[src/sv/mhec_pkg.sv]
// Package for the multichannel hysteresis and EMA conditioner.
// Holds sizes, fixed-point constants, register map and shared types.
// No dependencies.
`timescale 1ns / 1ps
`default_nettype none

package mhec_pkg;

    localparam int CHANNELS    = 8;
    localparam int CH_IDX_W    = (CHANNELS > 1) ? $clog2(CHANNELS) : 1;
    localparam int CHAN_W      = 3;
    localparam int RAW_W       = 12;
    localparam int MV_W        = 13;
    localparam int CFG_W       = 12;
    localparam int PROD_W      = 2 * RAW_W;
    localparam int VQ8_W       = 21;
    localparam int SCALED_W    = PROD_W + 13;
    localparam int MIX_W       = 30;
    localparam int QUEUE_DEPTH = 2;
    localparam int QPTR_W      = (QUEUE_DEPTH > 1) ? $clog2(QUEUE_DEPTH) : 1;
    localparam int QCNT_W      = $clog2(QUEUE_DEPTH + 1);

    localparam int PADDR_W     = 4;
    localparam int PDATA_W     = 32;

    localparam logic [12:0]     SCALE_NUM = 13'd7520;
    localparam logic [6:0]      ALPHA_NEW = 7'd77;
    localparam logic [7:0]      ALPHA_OLD = 8'd179;
    localparam logic [MV_W-1:0] MV_MAX    = 13'd8191;

    localparam logic [CFG_W-1:0] HIGH_RESET   = 12'd2500;
    localparam logic [CFG_W-1:0] LOW_RESET    = 12'd1500;
    localparam logic [CFG_W-1:0] SUPPLY_RESET = 12'd3300;

    localparam logic [1:0] REG_HIGH   = 2'd0;
    localparam logic [1:0] REG_LOW    = 2'd1;
    localparam logic [1:0] REG_SUPPLY = 2'd2;

    typedef struct packed {
        logic [CFG_W-1:0] high_threshold;
        logic [CFG_W-1:0] low_threshold;
        logic [CFG_W-1:0] supply_mv;
    } t_cfg;

    typedef struct packed {
        logic [CHAN_W-1:0] channel;
        logic [RAW_W-1:0]  raw_sample;
        logic              in_range;
        logic [PROD_W-1:0] product;
    } t_work;

    typedef struct packed {
        logic full;
        logic valid;
    } t_qstat;

endpackage

`default_nettype wire

[src/sv/mhec_queue.sv]
// Short FIFO of classified work between the front and the back end.
// Depends on mhec_pkg.
`timescale 1ns / 1ps
`default_nettype none

module mhec_queue import mhec_pkg::*; (
    input  wire         i_clk,
    input  wire         i_rst_n,
    input  wire         i_push,
    input  wire t_work  i_work,
    input  wire         i_pop,
    output t_qstat      o_qstat,
    output t_work       o_head
);

    t_work             r_mem [QUEUE_DEPTH];
    logic [QPTR_W-1:0] r_wr;
    logic [QPTR_W-1:0] r_rd;
    logic [QCNT_W-1:0] r_count;
    logic [QPTR_W-1:0] n_wr;
    logic [QPTR_W-1:0] n_rd;
    logic              do_push;
    logic              do_pop;

    assign o_qstat.full  = (r_count == QCNT_W'(QUEUE_DEPTH));
    assign o_qstat.valid = (r_count != '0);
    assign o_head        = r_mem[r_rd];
    assign do_push       = i_push && !o_qstat.full;
    assign do_pop        = i_pop && o_qstat.valid;

    always_comb begin
        n_wr = (r_wr == QPTR_W'(QUEUE_DEPTH - 1)) ? '0 : r_wr + 1'b1;
        n_rd = (r_rd == QPTR_W'(QUEUE_DEPTH - 1)) ? '0 : r_rd + 1'b1;
    end

    always_ff @(posedge i_clk) begin
        if (do_push) begin
            r_mem[r_wr] <= i_work;
        end
    end

    always_ff @(posedge i_clk) begin
        if (!i_rst_n) begin
            r_wr    <= '0;
            r_rd    <= '0;
            r_count <= '0;
        end else begin
            if (do_push) begin
                r_wr <= n_wr;
            end
            if (do_pop) begin
                r_rd <= n_rd;
            end
            case ({do_push, do_pop})
                2'b10:   r_count <= r_count + 1'b1;
                2'b01:   r_count <= r_count - 1'b1;
                default: r_count <= r_count;
            endcase
        end
    end

endmodule

`default_nettype wire

[config.mk]
export PLATFORM = sky130hd
export DESIGN_NAME = mhec_queue
export DESIGN_NICKNAME = d
export VERILOG_FILES = /design/src/sv/mhec_pkg.sv /design/src/sv/mhec_queue.sv
export SDC_FILE = /design/constraint.sdc
export NUM_CORES = 1
export LEC_CHECK = 0
export BUFFER_PORTS_ARGS = -buffer_cell sky130_fd_sc_hd__buf_2
export CAP_MARGIN = 10
export CORE_ASPECT_RATIO = 0.8
export CORE_MARGIN = 5
export CORE_UTILIZATION = 25
export CTS_CLUSTER_DIAMETER = 120
export DETAILED_ROUTE_END_ITERATION = 10
export SLEW_MARGIN = 15
export SYNTH_ARGS = -nofsm -noshare
export SYNTH_HDL_FRONTEND = slang
export SYNTH_SLANG_ARGS = --single-unit
export TNS_END_PERCENT = 1
[constraint.sdc]
create_clock -name i_clk -period 3.4 [get_ports i_clk]
set_input_delay 0.17 -clock i_clk [delete_from_list [all_inputs] [get_ports i_clk]]
set_output_delay 0.17 -clock i_clk [all_outputs]
set_load 0.005 [all_outputs]
After elaboration in Yosys (flattened, before gate mapping)
Memory sizes are Yosys's and may differ from the RTL's. A register that Yosys moved wholly into a read port is not among the register bits. Cells that the tools add are included.

Bits in registers: 4. RAM bits: 80. Logic and storage cells: 23. Output and inout port bits: 42. Input port bits: 44. Memories kept: 1.

$add $sub $neg: 4. Equality and inequality tests: 3. Multiplexer cells: 7. Reductions and logical operators: 5.

Memory list: r_mem (depth 2, width 40, rd ports 1, clocked after memory_dff 1, wr ports 1, RTL line mhec_queue.sv:16) `t_work r_mem [QUEUE_DEPTH];`.

Operators by type and width (number): 1-bit two-way mux (6); 2-bit == test, second input constant (2); 2-bit case mux with 2 select lines (1); 2-bit nonzero test (2); 1-bit adder, second input constant (2); 2-bit by 1-bit adder with 2-bit output, second input constant (1); 2-bit by 1-bit == test with 1-bit output, second input constant (1); 1-bit logical AND (2); 2-bit by 1-bit subtractor with 2-bit output, second input constant (1); 1-bit logical NOT (1).

Longest topological paths before layout
Gate-level depths: netlist (run 1).

Depth in word-level cells: 5. Depth in mapped cells: 6. Depth with buffers taken out: 6.

Least setup slack after synthesis (run 1)
No wires, ideal clock.

Path type: register -> register. Start: register r_count[0]. End: memory r_mem[0][0] (netlist name) (enable). Buffers on the path: 0. Cell stages (with the launch flop): 5. Period minus slack after synthesis: 2.087 ns. Path slack: 1.313 ns. Data required time: 3.006 ns. Arrival: 1.693 ns. Setup time: 0.394 ns. Cells stage by stage: dfxtp_1 -> nand2b_2 -> inv_2 -> or3_1 -> inv_1.

RTL lines: from (decl) (RTL line mhec_queue.sv:19) `logic [QCNT_W-1:0] r_count;`; from (signal assigned) (RTL line mhec_queue.sv:55) `2'b10: r_count <= r_count + 1'b1;`; from (signal assigned) (RTL line mhec_queue.sv:56) `2'b01: r_count <= r_count - 1'b1;`; from (signal assigned) (RTL line mhec_queue.sv:57) `default: r_count <= r_count;`; to (decl) (RTL line mhec_queue.sv:16).

Worst setup path after layout (run 1)
Start: register r_count[0]. End: memory r_mem[0][34] (netlist name) (enable).

Word-level cells in the longest chain between the ends: 5.

Ends and longest elaborated chain: 2-bit == test (RTL line mhec_queue.sv:25) `assign o_qstat.full = (r_count == QCNT_W'(QUEUE_DEPTH));`; 1-bit logical NOT (RTL line mhec_queue.sv:28) `assign do_push = i_push && !o_qstat.full;`; 1-bit logical AND (RTL line mhec_queue.sv:28); 1-bit two-way mux (RTL line mhec_queue.sv:37) `if (do_push) begin`; 1-bit two-way mux (not written as such) (RTL line mhec_queue.sv:38) `r_mem[r_wr] <= i_work;`.

No other way between the ends.

==> results of run 1 <==
## synthesized netlist by cell type
master    count
a21boi_1      2
and2_1        1
and3_1        1
buf_2         4
dfxtp_1       5
edfxtp_1     80
ha_1          1
inv_1         2
inv_2         1
mux2_2       40
nand2_1       1
nand2b_2      1
nor2b_1       2
o21a_1        1
o21ai_0       2
or2_2         1
or3_1         2
xnor2_1       3
## cells by family after synthesis
group,after synthesis,share of synthesized area
mux,40,0.145
flops,85,0.804
fa+ha+maj,1,0.00402
xor+xnor,3,0.00845
buf+inv,7,0.0101
simple gates,9,0.0181
compound gates,5,0.0105
## final timing paths
path,end,cells after the start
setup / recovery,r_mem[0][34],4
hold / removal,r_mem[0][27],1
setup reg to reg,r_mem[0][34],4
hold reg to reg,r_wr,2
## placed cells by master, fill, tap and decap left out
master     count
inv_2          2
o21a_1         1
and2_1         1
inv_1          1
clkbuf_1       1
buf_2         85
or2_2          1
nand2_1        1
o21ai_0        2
dfxtp_1        4
and3_2         1
or3_1          2
xnor2_1        3
edfxtp_1      80
a21boi_1       2
nand2b_2       1
clkinv_1       2
dfxtp_2        1
nor2b_1        2
ha_1           1
clkbuf_16      9
bufinv_16      2
mux2_2        40
clkinv_2       2
## critical path, delay by kind of cell, from the launching register on
family | cells | cell delay, ps
simple gates | 2 | 520
flops | 1 | 420
buf+inv | 2 | 720
## sequential cells by signal, indices dropped and copies added, names as in the netlist, named ones only
signal	count
r_mem	80
r_rd	1
r_count	2
r_wr	1
## report_power, final
part / internal (mW) / switching (mW)
Combinational: 0.357 / 0.266
Clock: 0.635 / 0.357
Sequential: 1.33 / 0.113
Total: 2.32 / 0.736
## layer usage
metal  vias to the layer above  global-route usage
met5                         -                   0
met2                        56               0.130
met3                        10              0.0412
met4                         0              0.0385
li1                        761                   -
met1                       775              0.0909
## stage by stage
| step | hold slack [ps] | area [um2] | cells | util |
|---|---|---|---|---|
| after global routing | 9.09 | 4040 | 418 | 0.331 |
| after floorplan | 269 | 3110 | 150 | - |
| after detailed placement | 362 | 3730 | 402 | 0.306 |
| after CTS | 8.39 | 4040 | 418 | 0.331 |
| final | 26.9 | 4040 | 418 | 0.331 |
| after global placement | 359 | 3730 | 402 | 0.306 |
## final cells by class
class | instances | area (um2)
multi-input cells | 58 | 579
inverters | 3 | 11.3
flip-flops and latches | 85 | 2500
clock buffers | 10 | 229
clock inverters | 6 | 77.6
repair buffers | 85 | 425
well taps | 171 | 214
fillers | 1225 | 8170
==> results by group, run 1 <==
Placed design
  • DP Worst Slack: ~1300 ps
  • PortBufs: between 80 and 90
  • HPWL after detailed placement: roughly 3800 um
  • GPL Wtd Cong: 0.661

Worst setup path
  • CP max stage delay: 670 ps
  • CP Capture Type: flop
  • Crit path top cell by count: inv_2
  • CP Cell Sequence: nand2b_2 > inv_2 > or3_1 > inv_2
  • CP arrival: between 2000 and 2500 ps
  • CP Launch Type: flop
  • Critical-path top delay cell: inv_2
  • WP data required: approximately 3400 ps
  • Kind of critical path: flop to flop
  • Crit path from: r_count[0]
  • Reg2reg setup slack: roughly 1300 ps
  • R2R Path Start: r_count[0]
  • Crit-path max FO: 40

Floorplan
  • Rows: 36
  • Total Die Area: 0.0148 mm2
  • Die height: 110 um
  • Core area: 0.0122 mm2
  • Boundary pin count: 86
  • Die W: about 130 um
  • Initial Utilization: 0.255

Route
  • DRC: 0
  • Initial drt markers: between 40 and 50
  • Met3 routed wirelength: 509 um
  • Vias per std cell: 3.83
  • Vias: 1602
  • Wirelength per Cell: 13.6 um
  • Highest routed layer: met4
  • Detail Route met2 WL: about 2700 um
  • Post-route ant nets: 0
  • Routed WL: roughly 5700 um
  • Pre-antenna DRT Iters: 3
  • WL met1: 2330 um

STA
  • Final WS setup: approximately 1300 ps
  • Count of final hold-check violations: 0
  • Final clock skew: 6.44 ps
  • Worst-margin pin slew: 998 ps
  • Unrepaired setup endpoints after global routing: no
  • Fmax: approximately 480 MHz
  • Final worst path period need: 2070 ps
  • Slew HR: 0.335
  • Crit share post-route: 0.608
  • Slew Viols, Final: 0
  • # setup viols final: 0
  • Total negative slack: 0 ps

GRT
  • First-pass GRT wire length: between 9000 and 10000 um
  • GR Util All Layers: 0.0811
  • Initial antenna violation count: 0
  • Grt ovf: 0
  • Vias in the first global route: 1792
  • Largest net degree at the start of global routing: ~40

Power
  • Post-layout total power: 3.06 mW
  • Leakage: ~1.5 nW
  • Pwr Density: 757 mW/mm2
  • VDD IR-drop max: 0.000443 V

CTS
  • Worst skew pair latency: 330 ps
  • CTS tree: done
  • Setup bufs post-CTS: 0
  • Root buffer cell: clkbuf_16
  • Clock transition at path regs: 60 ps
  • Num CTS Buffers: 9
  • Post-CTS sizing: 0
  • CTS Buffer Depth: 2
  • Sink Count: 85
  • H-tree depth: 3
  • Hold-fix buffers, CTS: 0

Worst hold path
  • Min-Delay Path Class: input port to flop
  • Hold wc startpoint: i_work[27]

Synthesis
  • Top-area cell type share of the netlist area: 0.772
  • Syn Nets: around 200
  • Synthesized flop and latch total: 85
  • Distinct cells, synth: 18
  • Yosys warnings: 0
  • Syn avg cell area: 20.7 um2
  • Yosys top cell by area: edfxtp_1
  • Synth top area cells: edfxtp_1 77%, mux2_2 14%, dfxtp_1 3.2%
  • Post-Syn Area: 0.00311 mm2
  • Post-synthesis sequential area ratio: 0.804
  • Synth Instances: 150

Final layout
  • Layout area overhead: 29.8%
  • N_diodes: 0
  • Nets: 287
  • Share of cells above drive strength 1: 0.583

Flow run
  • Max_cap viols: 0

Outcome
  • Outcome: finished, final reports clean
(Power assumes the default switching activity.)
==> run 2, diff against run 1 <==
clock period = 1.8 ns   (was 3.4 ns; I/O delays follow)
==> results by group, run 2 (synthesis results as in run 1) <==
Final layout
  • Sequential Area: 0.00250 mm2
  • Commonest non-fill, non-tap cells in the layout: 85 x buf_2, 80 x edfxtp_1, 40 x mux2_2, 40 x dlygate4sd3_1, 9 x clkbuf_16
  • Nets: approximately 330
  • Largest Register: r_mem
  • Layout area overhead: 44.9%
  • Share of cells above drive strength 1: 0.517
  • Commonest non-fill, non-tap cell in the layout: buf_2
  • Util after Layout: 0.369
  • Multi-input logic area: 579 um2
  • Largest registers: r_mem x80, r_count x2
  • Fillers: 1165
  • Number of flip-flops in the largest register: 80
  • Final std cells w/o fill: 465
  • N_diodes: 0

Power
  • Post-layout total power: 5.90 mW
  • Seq pwr share: 0.436
  • Internal: between 4 and 5 mW
  • VDD IR-drop max: roughly 0.00077 V
  • Psw: approximately 1.5 mW
  • Switch share: 0.246
  • Clock Power Share: 0.313
  • Combinational share of power: 0.252
  • Pwr Density: ~1300 mW/mm2
  • Leakage: between 1.5 and 2 nW

Worst setup path
  • CP Cell Sequence: buf_4 > o21a_1 > ha_1 > or3_1 > a21boi_1
  • Crit path max-delay family: simple AND/OR/NAND/NOR gates
  • Kind of critical path: flop to flop
  • Buf/Inv on CP: 1
  • CP arrival: between 1500 and 2000 ps
  • Reg2Reg Depth: 5
  • Crit-path max FO: 4
  • Critical-path top delay cell: or3_1
  • Reg2reg setup slack: around 220 ps
  • CP Launch Type: flop
  • WP data required: 2060 ps
  • R2R Path Start: r_count[0]
  • Reg-to-Reg End: r_count[1]
  • CP max stage delay: roughly 370 ps
  • CP Capture Type: flop

STA
  • Slew HR: 0.759
  • Final clock skew: 5.38 ps
  • Total negative slack: 0 ps
  • Final worst path period need: 1580 ps
  • Crit share post-route: 0.877
  • Unrepaired setup endpoints after global routing: no
  • Fmax: approximately 630 MHz
  • Slew Viols, Final: 0
  • # setup viols final: 0
  • Count of final hold-check violations: 0
  • Worst-margin pin slew: 362 ps

Placed design
  • HPWL after detailed placement: 4150 um
  • PortBufs: 85
  • Placed insts: 409
  • GPL Wtd Cong: approximately 0.69

CTS
  • Sink Count: 85
  • Clock transition at path regs: roughly 60 ps
  • Worst skew pair latency: 330 ps
  • CTS tree: done
  • CTS Buffer Depth: 2
  • Root buffer cell: clkbuf_16
  • H-tree depth: 3
  • Num CTS Buffers: 9

Route
  • Wirelength per Cell: 13.5 um
  • Pre-antenna DRT Iters: 4
  • Routed WL: approximately 6300 um
  • DRC: 0
  • Vias per std cell: 3.88
  • Vias: about 1800
  • Initial drt markers: 51
  • Post-route ant nets: 0

GRT
  • Vias in the first global route: 2008
  • GRT met3 Usage: 0.0499
  • First-pass GRT wire length: 9820 um
  • Initial antenna violation count: 0
  • Met2 Usage GRT: 0.152
  • Largest net degree at the start of global routing: 27
  • GR met1 Demand/Resource: 0.0947
  • Grt ovf: 0
  • GR Util All Layers: 0.0898
  • Grt peak-use layer: met2

Floorplan
  • Rows: 36
  • Initial Utilization: 0.255
  • Die W: 135 um
  • Total Die Area: 0.0148 mm2
  • Core area: 0.0122 mm2
  • Boundary pin count: 86
  • Die height: 110 um

Worst hold path
  • Hold Path Sink: r_count[0]
  • WHS Path Cells: 2
  • Min-Delay Path Class: input port to flop
  • Hold wc startpoint: i_rst_n

Outcome
  • Outcome: finished, final reports clean

Flow run
  • Max_cap viols: 0
==> run 2: final cells by class <==
| type | count | area share |
|---|---|---|
| Multi-Input combinational cell | 58 | 0.129 |
| Sequential cell | 85 | 0.555 |
| Clock inverter | 3 | 0.00999 |
| Clock buffer | 13 | 0.0577 |
| Inverter | 3 | 0.00333 |
| Tap cell | 171 | 0.0475 |
| Timing Repair Buffer | 132 | 0.198 |
==> run 2: worst reg2reg max path: cells and delay by family (launching register included) <==
family | cells | cell delay [ps]
compound gates | 2 | 350
fa+ha+maj | 1 | 340
buf+inv | 1 | 140
flops | 1 | 310
simple gates | 1 | 370
==> run 2: power by group through the flow <==
stage / combinational, mW / clock (mW) / sequential, mW
finish: 1.49 / 1.85 / 2.57
global route: 1.65 / 2.01 / 2.60
CTS: 1.54 / 1.92 / 2.58
detailed placement: 1.46 / 0 / 2.62
global placement: 1.44 / 0 / 2.60
floorplan: 0.823 / 0 / 2.61
==> run 2: through the flow <==
step                hold slack [ps]  setup WS [ps]  instance area (um2)
floorplan                       189           -161                 3120
global placement                279            278                 3800
detailed placement              282            230                 3800
CTS                            11.4            197                 4510
global route                   13.7            138                 4510
finish                         25.1            222                 4510
==> run 2: timing repair <==
action / in CTS / in global routing
endpoints found under the hold margin: 80 / 0
gates resized for setup: 0 / 0
buffers inserted: 0 / 0
hold buffers: 40 / 0
==> run 2: how the worst max path moves through the flow <==
stage	start	end	slack, ps	cells past startpoint
global route	r_count[0]	r_count[1]	140	5
global placement	r_count[0]	r_mem[0][11]	280	5
finish	r_count[0]	r_count[1]	220	5
detailed placement	r_count[0]	r_count[1]	230	5
floorplan	r_count[0]	r_mem[1][0]	-160	2
CTS	flop	o_head[29]	200	3
==> run 2: per-layer routing <==
| layer | routed length (um) | vias to the layer above |
|---|---|---|
| met5 | 0 | - |
| met4 | 73 | 0 |
| met3 | 529 | 11 |
| met2 | 3100 | 57 |
| met1 | 2560 | 879 |
| li1 | - | 858 |
==> run 3, diff against run 2 <==
CELL_PAD_IN_SITES_DETAIL_PLACEMENT = 0   (was not set)
CELL_PAD_IN_SITES_GLOBAL_PLACEMENT = 1   (was not set)
PLACE_DENSITY_LB_ADDON = 0.1   (was not set)
==> results by group, run 3 (synthesis results as in run 1) <==
Route
  • Initial drt markers: 71
  • Wirelength per Cell: 13.7 um
  • Vias: 1767
  • Vias per std cell: 3.81
  • Routed WL: 6380 um
  • DRC: 0
  • Pre-antenna DRT Iters: 4
  • Post-route ant nets: 0

Power
  • VDD IR-drop max: 0.000500 V
  • Leakage: 1.68 nW
  • Pwr Density: 1310 mW/mm2
  • Post-layout total power: 5.93 mW

Floorplan
  • Die height: 110 um
  • Initial Utilization: 0.255
  • Rows: 36
  • Total Die Area: about 0.015 mm2
  • Boundary pin count: 86
  • Die W: about 130 um
  • Core area: 0.0122 mm2

CTS
  • Sink Count: 85
  • Worst skew pair latency: 330 ps
  • Clock transition at path regs: 60 ps
  • CTS Buffer Depth: 2
  • Root buffer cell: clkbuf_16
  • Num CTS Buffers: 9
  • H-tree depth: 3
  • CTS tree: done
  • Setup bufs post-CTS: 0

Worst setup path
  • WP data required: 1710 ps
  • CP arrival: around 1500 ps
  • Critical-path top delay cell: dfxtp_2
  • Crit-path max FO: 18
  • CP Launch Type: flop
  • CP Capture Type: primary output
  • Crit path max-delay family: flip-flops
  • Kind of critical path: flop to primary output
  • CP max stage delay: 510 ps
  • Buf/Inv on CP: 2
  • CP Cell Sequence: buf_12 > mux2_2 > buf_2

Final layout
  • Largest registers: r_mem x80, r_count x2
  • Final Instance Area: 0.00454 mm2
  • Util after Layout: 0.372
  • Layout area overhead: 45.9%
  • Nets: around 330
  • Commonest non-fill, non-tap cells in the layout: 85 x buf_2, 80 x edfxtp_1, 40 x mux2_2, 40 x dlygate4sd3_1, 9 x clkbuf_16
  • Largest Register: r_mem
  • Share of cells above drive strength 1: 0.515
  • Number of flip-flops in the largest register: 80
  • Commonest non-fill, non-tap cell in the layout: buf_2
  • N_diodes: 0

GRT
  • Grt ovf: 0
  • Largest net degree at the start of global routing: 25
  • GR Util All Layers: 0.0913
  • Grt peak-use layer: met2
  • GRT met3 Usage: 0.0348
  • GR met1 Demand/Resource: 0.111
  • First-pass GRT wire length: 10100 um
  • Met2 Usage GRT: 0.149
  • Initial antenna violation count: 0
  • Vias in the first global route: 1942

Placed design
  • DP Area: roughly 0.0038 mm2
  • HPWL after detailed placement: ~4200 um
  • DP Worst Slack: 178 ps
  • GPL Wtd Cong: 0.652
  • PortBufs: between 80 and 90

STA
  • Count of final hold-check violations: 0
  • Crit share post-route: 0.908
  • Fmax: between 600 and 700 MHz
  • Final worst path period need: 1630 ps
  • Worst-margin pin slew: slightly above 300 ps
  • Slew Viols, Final: 0
  • # setup viols final: 0
  • Final WS setup: 165 ps
  • Hold slack final: 44.7 ps
  • Slew HR: 0.794
  • Unrepaired setup endpoints after global routing: no
  • Final clock skew: about 6.8 ps

Flow run
  • Max_cap viols: 0

Outcome
  • Outcome: finished, final reports clean

Worst hold path
  • Min-Delay Path Class: input port to flop
==> run 3: cell count changes in the layout (fill, tap and decap cells not counted) <==
cell and delta:
buf_12 +4, buf_4 -5, clkbuf_8 -2, clkinv_4 +1
clkinvlp_4 +1
==> run 3: timing repair <==
action                    in CTS  in global routing
hold buffers                  40                  0
gates resized for setup        0                  0
hold endpoints to repair      80                  0
==> run 3: layer usage <==
| metal | share of wire | routed length (um) |
|---|---|---|
| met1 | 0.44 | 2790 |
| met2 | 0.49 | 3110 |
| met3 | 0.061 | 390 |
| met4 | 0.014 | 87 |
| met5 | 0 | 0 |
==> run 3: metrics by stage <==
stage / instances / TNS, ps
floorplan: 150 / -6430
global placement: 408 / 0
detailed placement: 408 / 0
CTS: 464 / 0
global route: 464 / 0
finish: 464 / 0
==> run 3: worst paths after layout <==
check	from	end	slack [ps]	depth (start not counted)
hold / removal	i_rst_n	r_count[0]	40	2
setup / recovery	flop	o_head[15]	170	3
hold reg to reg	r_wr	r_wr	500	2
setup reg to reg	r_count[0]	r_mem[0][15]	170	5
==> run 3: report_power, final <==
| part | switching, mW | internal (mW) | total, mW |
|---|---|---|---|
| Sequential | 0.116 | 2.50 | 2.62 |
| Combinational | 0.655 | 0.854 | 1.51 |
| Clock | 0.726 | 1.08 | 1.80 |
| Total | 1.50 | 4.43 | 5.93 |
==> run 3: final cells by class <==
cell class / count / area, um2
clock buffers: 11 / 233
fillers: 1167 / 7670
flip-flops and latches: 85 / 2500
well taps: 171 / 214
multi-input cells: 58 / 579
inverters: 3 / 15.0
repair buffers: 131 / 933
clock inverters: 5 / 61.3
